## config.mk

```make
export PLATFORM = sky130hd
export DESIGN_NAME = imsu_accum
export DESIGN_NICKNAME = d
export VERILOG_FILES = /design/src/hdl/imsu_pkg.sv /design/src/hdl/imsu_accum.sv
export SDC_FILE = /design/constraint.sdc
export NUM_CORES = 1
export LEC_CHECK = 0
export BUFFER_PORTS_ARGS = -buffer_cell sky130_fd_sc_hd__buf_4
export CAP_MARGIN = 20
export CORE_MARGIN = 3
export CORE_UTILIZATION = 42
export CTS_BUF_LIST = sky130_fd_sc_hd__clkbuf_4
export CTS_CLUSTER_DIAMETER = 30
export CTS_CLUSTER_SIZE = 14
export DETAILED_ROUTE_END_ITERATION = 16
export GPL_TIMING_DRIVEN = 1
export PLACE_DENSITY = 0.85
export SYNTH_ARGS = -nofsm -noshare
export SYNTH_HDL_FRONTEND = slang
export SYNTH_SLANG_ARGS = --single-unit
```

## constraint.sdc

```tcl
create_clock -name clk -period 3.9 [get_ports clk]
set_input_delay 0.78 -clock clk [delete_from_list [all_inputs] [get_ports clk]]
set_output_delay 0.78 -clock clk [all_outputs]
set_load 0.01 [all_outputs]
```

## src/hdl/imsu_pkg.sv

```systemverilog
// imsu_pkg: shared types and constants for the metropolis spin update block
// no dependencies
`timescale 1ns / 1ps

package imsu_pkg;

    typedef enum logic [2:0]
    {
        REQ_FLIP   = 3'd0,
        REQ_SITE   = 3'd1,
        REQ_BOND   = 3'd2,
        REQ_BOTTOM = 3'd3,
        REQ_TOP    = 3'd4
    } req_t;

    typedef enum logic [3:0]
    {
        ST_IDLE,
        ST_SITE,
        ST_SLOT,
        ST_NBR,
        ST_SPIN,
        ST_ACC,
        ST_DECIDE,
        ST_DONE
    } state_t;

    localparam logic [1:0] SIDE_LEFT  = 2'd0;
    localparam logic [1:0] SIDE_RIGHT = 2'd1;
    localparam logic [1:0] SIDE_BOTH  = 2'd2;

    // one neighbor term, as fetched from the tables
    typedef struct packed
    {
        logic use_term;    // term takes part in the sum
        logic is_field;    // boundary field instead of bond
        logic bond_ok;     // bond or field column inside table
        logic slot_ok;     // neighbor slot inside table
    } term_ctl_t;

endpackage

```

## src/hdl/imsu_accum.sv

```systemverilog
// imsu_accum: shared accumulator that adds one neighbor term a step and does the final compare
// depends on imsu_pkg
`timescale 1ns / 1ps

module imsu_accum
    import imsu_pkg::*;
(
    input  logic        clk,
    input  logic        rst_n,
    input  logic        clear,
    input  logic        add_en,
    input  logic        term_val,
    input  logic        term_neg,
    output logic signed [4:0] energy,
    input  logic [31:0] draw,
    input  logic [31:0] th_two,
    input  logic [31:0] th_four,
    input  logic [31:0] th_six,
    input  logic [31:0] th_eight,
    output logic        accept
);

    logic signed [3:0] sum_reg;
    logic signed [3:0] sum_next;
    logic [31:0]       th_sel;

    always_comb
    begin
        sum_next = sum_reg;
        if (clear)
            sum_next = 4'sd0;
        else if (add_en && term_val)
            sum_next = term_neg ? sum_reg - 4'sd1 : sum_reg + 4'sd1;
    end

    always_ff @(posedge clk or negedge rst_n)
    begin
        if (!rst_n)
            sum_reg <= 4'sd0;
        else
            sum_reg <= sum_next;
    end

    assign energy = {sum_reg, 1'b0};

    always_comb
    begin
        case (sum_reg)
            4'sd1:   th_sel = th_two;
            4'sd2:   th_sel = th_four;
            4'sd3:   th_sel = th_six;
            default: th_sel = th_eight;
        endcase
    end

    assign accept = (sum_reg <= 4'sd0) || (draw < th_sel);

endmodule

```

After elaboration in Yosys (flattened, before gate mapping)
Cells that the tools add are included.
{"block": "totals", "ff_bits": 4, "word_cells": 15}
{"block": "classes", "add_sub_neg": 2, "magnitude_cmp": 2, "eq_ne": 3, "muxes": 4, "n_reduce_logical": 3}
{"op": "$pmux W32 S3", "count": 1}
{"op": "$lt A32 B32 Y1", "count": 1}
{"op": "$mux W4", "count": 3}
{"op": "$eq A4 B2 Y1 const B", "count": 2}
{"op": "$add A4 B2 Y4 const B", "count": 1}
{"op": "$eq A4 B1 Y1 const B", "count": 1}
{"op": "$le A4 B1 Y1 const B", "count": 1}
{"op": "$sub A4 B2 Y4 const B", "count": 1}
{"op": "$reduce_bool A2 Y1", "count": 1}
{"op": "$logic_and A1 B1 Y1", "count": 1}
{"op": "$logic_or A1 B1 Y1", "count": 1}

Longest topological paths before layout
Gate-level depths: netlist of the first run.
{"block": "logic_depth", "depth_word": 4, "depth_mapped": 13}

Least setup slack after synthesis of the first run
No wires, ideal clock.
{"block": "synth_timing", "path_type": "flip-flop to output port", "startpoint": "register sum_reg[0]", "endpoint": "output port accept", "t_arrival_ps": 2638, "path_slack_ps": 482, "path_stages_with_launch": 14, "n_path_buf": 3, "cell_sequence": "dfrtp_1 -> buf_6 -> buf_2 -> buf_2 -> mux2i_1 -> nand2_1 -> o221ai_1 -> ha_1 -> a21oi_1 -> o21ai_1 -> a2111oi_2 -> o211ai_1 -> o221a_2 -> a41oi_2"}
{"block": "synth_via", "elab_chain_cells": 4, "elab_cells_between_ends": 7}
{"element": "start, declared", "line": "imsu_accum.sv:23", "source": "logic signed [3:0] sum_reg;"}
{"element": "start signal, assigned", "line": "imsu_accum.sv:41", "source": "sum_reg <= sum_next;"}
{"element": "$eq A4 B2 Y1 or $eq A4 B1 Y1 (tied branches)", "line": "imsu_accum.sv:48", "source": "case (sum_reg)"}
{"element": "$pmux W32 S3", "line": "imsu_accum.sv:48"}
{"element": "$lt A32 B32 Y1", "line": "imsu_accum.sv:56", "source": "assign accept = (sum_reg <= 4'sd0) || (draw < th_sel);"}
{"element": "$logic_or A1 B1 Y1 (*)", "line": "imsu_accum.sv:56"}
{"element": "end, declared", "line": "imsu_accum.sv:20", "source": "output logic accept"}
Mark *: on every way between the ends. The rest lies on a longest branch, timed or not.

Worst setup path after layout of the first run
{"block": "layout_timing", "startpoint": "register sum_reg[3]", "endpoint": "output port accept"}
The elaborated chain is that of the path after synthesis.

==> metrics.txt, run 1 <==
Root Driver clkbuf_4; Yosys top cell by area ha_1; asr flop ratio synth 1.00; Iter 0 DRT Violations 137; register area share after synthesis 0.0455; Reg2Reg Depth 7; Yosys reg bits 4; antenna violations before repair 0; Top Ports 172; Area Growth Syn to Fin 66.5%; total grt overflow 0; ys flop type dfrtp_1; Worst-Skew Late Latency 0.25 ns; Row Count 25; worst r2r dst sum_reg[3]; number of remaining DRC errors 0; P_leak 1.77 nW; largest net degree at the start of global routing 46; max_cap viols 0; crit path kind flip-flop to output pin; RSZ-0062 raised after global routing false; synthesized instance count 327; Avg Cell Area, Syn 6.73 sq um; # nets final 695; Post-synth EDFFs 0; H-tree depth 1; ANT nets after route 0; Critical Path AT 2.94 ns; fill cell count 390; vias in the first global route 3,093; CTS tree yes; Final Power 0.675 mW; Post-Syn Area 2200 sq um; status complete, no violations; CP bufs+invs 2; GRT Overall Usage 0.263; min-delay worst type input pin to asynchronous set/reset pin; first-pass GRT wire length 13,400 um; cts hold-fix bufs 0; Max rail drop VDD 0.152 mV; drt via density 5.66; First-pass DRT Iterations 4; R2R Setup Slk 1.93 ns; CP cell instances or2_1 -> buf_4 -> nor2_1 -> a21oi_1 -> o221ai_1 -> ha_1 -> a21o_1 -> nand3_1 -> a21oi_1 -> a2111oi_1 -> nand2_1 -> a41oi_2 -> buf_4; dpl ws 0.297 ns; Warnings, synthesis 0; slowest stage cell, crit path a2111oi_1; register area 104 sq um; layout cells sized above 1 0.405; WL final 8680 um; Die Wd 78.4 um; Multi-input gate area 1980 sq um; CP max FO 12; # diodes 0; Avg WL per Cell 15.5 um; Placeable Area 4880 sq um; die area 6140 sq um; final setup margin 0.175 ns; number of flip-flops under the largest register name 4; Port Buffers 170; Yosys cell types 38; die height 78.4 um; top post-synthesis cells by area ha_1 (19%), mux2i_1 (15%), nor2_1 (13%), o221ai_1 (12%), a21oi_1 (9.3%); Critical R2R Launch sum_reg[1]; Final Hold Vio Count 0; clk slew on worst S/H paths 0.05 ns; Yosys top cell area share 0.188; CTS max path bufs 2; critical path required time 3.12 ns; total negative setup slack 0 ns; Final Skew 0.0103 ns; Crit path max-delay family compound AO/OA/AOI/OAI gates; Final Cycle Share 0.955; clock sink count 4; clock period minus worst slack 3.72 ns; Max Transition Viols Final 0; TritonCTS Buffers 3; crit path launch type flip-flop; via count 3,173; Initial Util 0.451; Final Setup Violations 0; HPWL Detailed 7120 um; Peak Freq 268 MHz; global placement routability congestion 0.800; PwrDens 184 nW/um^2; slowest cell delay on critical path 0.38 ns; CP Capture Type output pin; Synthesized Nets 527
[layout by cell type (no fill, tap or decap), types with 2 or more instances in the layout]
| cell type | instances |
|---|---|
| inv_1 | 3 |
| mux2i_1 | 32 |
| ha_1 | 33 |
| a21oi_1 | 41 |
| o21ai_0 | 3 |
| buf_4 | 186 |
| a31oi_1 | 2 |
| a21o_1 | 5 |
| nor2_1 | 73 |
| o211ai_1 | 2 |
| o21ai_1 | 2 |
| o221ai_1 | 31 |
| nand4_1 | 6 |
| nor3_1 | 2 |
| nand2_1 | 39 |
| o21a_1 | 2 |
| dfrtp_1 | 3 |
| clkbuf_4 | 4 |
| a311oi_1 | 2 |
| nand3_1 | 2 |
| xnor2_1 | 2 |
[power breakdown]
group | leakage [nW] | switching, mW | internal, mW
sequential | 0.0524 | 0.00695 | 0.0453
clock | 0.0184 | 0.0206 | 0.0456
combinational | 1.70 | 0.259 | 0.298
total | 1.77 | 0.287 | 0.388
[kinds of logic (layout without fill, tap and decap cells)]
family,after synthesis,in the layout,synth area share
simple gates,127,127,0.233
compound gates,97,97,0.306
fa+ha+maj,34,34,0.197
mux,32,32,0.146
buf+inv,29,196,0.0591
flops,4,4,0.0455
xor+xnor,3,3,0.0119
other cells,1,1,0.00170
[what timing repair did]
| item | CTS | global route |
|---|---|---|
| endpoints found under the setup margin | 0 | 1 |
| buffers inserted | 0 | 2 |
| resized for setup | 0 | 1 |
[worst reg2reg max path, cell delays in order (launching register included)]
cell     delay, ns
dfrtp_1       0.34
buf_4         0.38
ha_1          0.32
a21o_1        0.17
a21oi_2       0.14
xnor2_1       0.08
or3_1         0.30
a21oi_1       0.15
[routing by layer]
layer / up-vias / track usage / part of all wire
li1: 1558 / - / -
met1: 1442 / 0.282 / 0.37
met2: 151 / 0.508 / 0.52
met3: 22 / 0.0516 / 0.083
met4: 0 / 0.0857 / 0.023
met5: - / 0 / 0
[per-stage QoR]
step	util	area (sq um)	hold slack, ns	std cells
4_1_cts	0.743	3620	0.320	559
2_1_floorplan	-	2200	0.484	327
6_report	0.751	3660	0.317	561
3_5_place_dp	0.737	3590	0.579	555
5_1_grt	0.751	3660	0.324	561
3_3_place_gp	0.737	3590	0.577	555
[Yosys cell counts (2+ instances only)]
cell and count:
nand2_1 39, inv_1 3, o21ai_0 3, dfrtp_1 4
o211ai_1 2, a21o_1 5, buf_1 3, o21ai_1 2
a21oi_1 41, mux2i_1 32, clkbuf_1 13, nor3_1 2
nor2_1 74, nand4_1 6, nand3_1 2, buf_2 8
o221ai_1 31, o21a_1 2, a311oi_1 2, ha_1 33
xnor2_1 2, a31oi_1 2
[final cells by class]
type                       instances  share of cell area
sequential                         4              0.0283
timing repair buffer             189               0.397
multi-input combinational        294               0.540
inverter                           3             0.00307
tap                               67              0.0229
clock buffer                       4             0.00819
[how the worst max path moves through the flow]
stage	startpoint	endpoint	slack [ns]	cells after the start
2_1_floorplan	sum_reg[0]	accept	0.48	13
3_3_place_gp	th_two[17]	accept	0.34	12
3_5_place_dp	th_two[17]	accept	0.30	12
4_1_cts	sum_reg[0]	accept	0.04	12
5_1_grt	sum_reg[3]	accept	0.001	13
6_report	sum_reg[3]	accept	0.18	13
(Power assumes the default switching activity.)
==> inputs of run 2 (changes only) <==
--- a/config.mk
+++ b/config.mk
@@ -14,6 +14,7 @@
 export CTS_CLUSTER_SIZE = 14
 export DETAILED_ROUTE_END_ITERATION = 16
 export GPL_TIMING_DRIVEN = 1
+export MAX_ROUTING_LAYER = met4
 export PLACE_DENSITY = 0.85
 export SYNTH_ARGS = -nofsm -noshare
 export SYNTH_HDL_FRONTEND = slang
==> constraint.sdc (replaced) <==
create_clock -name clk -period 3.6 [get_ports clk]
set_input_delay 0.72 -clock clk [delete_from_list [all_inputs] [get_ports clk]]
set_output_delay 0.72 -clock clk [all_outputs]
set_load 0.01 [all_outputs]
==> run 2 against run 1 <==
  * Highest routed layer unchanged
  * Largest cell class unchanged
  * Clock-buffer cell count unchanged
  * Critical path depth down 1
  * Sequential share of layout area down 0.13 points
  * First-iteration DRC count up 29%
  * Clock skew down 0.0028 ns
  * Clock power up 8.6%
==> metrics.txt, run 2 (synthesized netlist as in run 1, its figures left out) <==
largest net degree at the start of global routing 36 (-22%); R2R Setup Slk 1.66 ns (-0.27 ns); CP max FO 7 (-5); Row Count 25 (unchanged); Avg WL per Cell 15.9 um (+3.0%); slowest cell delay on critical path 0.38 ns (about the same); CP Capture Type output pin; Non-Filler Instances 570 (+1.6%); first-pass GRT wire length 13,600 um (+1.2%); layout cells sized above 1 0.451 (+0.0464); Iter 0 DRT Violations 177 (+29%); vias in the first global route 3,119 (+0.84%); Critical R2R Launch sum_reg[1]; drt via density 5.65 (about the same); Final Skew 0.00758 ns (-0.00275 ns); Area Growth Syn to Fin 74.8%; number of flip-flops under the largest register name 4 (unchanged); Top Ports 172 (unchanged); HPWL Detailed 7050 um (-0.98%); First-pass DRT Iterations 4 (unchanged); TritonCTS Buffers 3 (unchanged); CP cell instances or2_4 -> buf_12 -> buf_4 -> nor2_2 -> a21oi_1 -> o221ai_1 -> ha_1 -> a2111oi_2 -> o211ai_1 -> o221a_2 -> a41oi_2 -> buf_4; via count 3,221 (+1.5%); # diodes 0 (unchanged); antenna violations before repair 0 (unchanged); Critical Path AT 2.85 ns (-0.09 ns); Reg2Reg Depth 7 (unchanged); Port Buffers 170 (unchanged); crit path launch type flip-flop; clock period minus worst slack 3.57 ns; total grt overflow 0 (unchanged); Initial Util 0.451 (unchanged); # nets final 704 (+1.3%); RSZ-0062 raised after global routing true; crit path kind flip-flop to output pin; global placement routability congestion 0.914 (+14%); critical path required time 2.88 ns (-0.24 ns); most common cell after layout, fill and taps aside buf_4; most frequent cells in the layout buf_4 (188), nor2_1 (70), nand2_1 (38); clk slew on worst S/H paths 0.04 ns (about the same); Final Setup Violations 0 (unchanged); max_cap viols 0 (unchanged); Worst-Skew Late Latency 0.25 ns (about the same); Root Driver clkbuf_4; H-tree depth 1 (unchanged); PwrDens 207 nW/um^2 (+12%); number of remaining DRC errors 0 (unchanged); Die Wd 78.4 um (unchanged); Final Hold Vio Count 0 (unchanged); Max Transition Viols Final 0 (unchanged); P_leak 1.83 nW (+3.7%); Final Cycle Share 0.992; critical path's most frequent cell buf_4; WL final 9090 um (+4.7%); hold_ws 0.258 ns (-0.0597 ns); CTS tree yes; worst r2r dst sum_reg[3]; slowest stage cell, crit path dfrtp_1; GRT Overall Usage 0.274 (+0.0118); die area 6140 sq um (unchanged); clock sink count 4 (unchanged); Peak Freq 280 MHz; Max rail drop VDD 0.154 mV (+1.4%); placed cells 554 (-0.18%); Placeable Area 4880 sq um (unchanged); ANT nets after route 0 (unchanged); min-delay worst type input pin to asynchronous set/reset pin; fill cell count 367 (-5.9%); status complete, no violations; die height 78.4 um (unchanged); CTS max path bufs 2 (unchanged)
==> run 2: cell types whose count changed in the layout (fill, tap and decap cells not counted), moves of 2 or more <==
| cell | previous run | this run |
|---|---|---|
| a21oi_1 | 41 | 36 |
| nor2_1 | 73 | 70 |
| o21ai_2 | 0 | 2 |
| o221ai_1 | 31 | 28 |
| buf_8 | 0 | 2 |
| buf_6 | 1 | 5 |
| nor2_2 | 1 | 3 |
| a21oi_2 | 1 | 6 |
| o221ai_2 | 0 | 3 |
| o21ai_0 | 3 | 1 |
| buf_12 | 1 | 3 |
| buf_4 | 186 | 188 |
==> run 2: how the worst max path moves through the flow <==
stage	from	end	slack, ns	cells after the start
floorplan	sum_reg[0]	accept	0.24	13
finish	sum_reg[2]	accept	0.03	12
global route	sum_reg[2]	accept	-0.05	13
global placement	th_two[17]	accept	0.16	12
detailed placement	th_two[17]	accept	0.12	12
CTS	sum_reg[3]	accept	0.004	13
==> run 2: power breakdown <==
part	switching (mW)	internal, mW	total [mW]
Combinational	0.311	0.358	0.670
Sequential	0.00492	0.0491	0.0541
Clock	0.0225	0.0494	0.0719
==> run 2: final cells by class <==
| class | instances | area [sq um] | area share |
|---|---|---|---|
| well taps | 67 | 83.8 | 0.0218 |
| multi-input cells | 294 | 2060 | 0.535 |
| flip-flops and latches | 4 | 104 | 0.0270 |
| inverters | 3 | 11.3 | 0.00293 |
| repair buffers | 198 | 1560 | 0.405 |
| clock buffers | 4 | 30.0 | 0.00781 |
==> run 2: metal layers <==
| layer | share of wire | global-route usage | vias up | routed length (um) |
|---|---|---|---|---|
| met5 | 0 | - | - | 0 |
| met4 | 0.019 | 0.0594 | 0 | 176 |
| met3 | 0.076 | 0.0321 | 18 | 694 |
| met2 | 0.53 | 0.511 | 151 | 4770 |
| met1 | 0.38 | 0.314 | 1482 | 3450 |
| li1 | - | - | 1570 | - |
==> run 2: critical path: cells and delay by family, from the launching register on <==
kind | cells | cell delay [ns]
compound gates | 6 | 1.14
fa+ha+maj | 1 | 0.29
buf+inv | 3 | 0.46
flops | 1 | 0.38
simple gates | 2 | 0.35
==> run 2: per-stage QoR <==
stage / TNS (ns) / power [mW] / cell area (sq um) / setup slack, ns / utilization
2_1_floorplan: 0 / 0.398 / 2200 / 0.242 / -
3_3_place_gp: 0 / 0.632 / 3610 / 0.163 / 0.740
3_5_place_dp: 0 / 0.651 / 3610 / 0.119 / 0.740
4_1_cts: 0 / 0.736 / 3670 / 0.00414 / 0.752
5_1_grt: -0.0463 / 0.864 / 3850 / -0.0463 / 0.788
6_report: 0 / 0.795 / 3850 / 0.0299 / 0.788
==> run 2: timing repair <==
action                                  4_1_cts  5_1_grt
buffers inserted                              2       10
pin swaps                                     3       28
resized for setup                             2       29
hold buffers                                  0        0
cloned                                        0        0
endpoints found under the setup margin        1        1
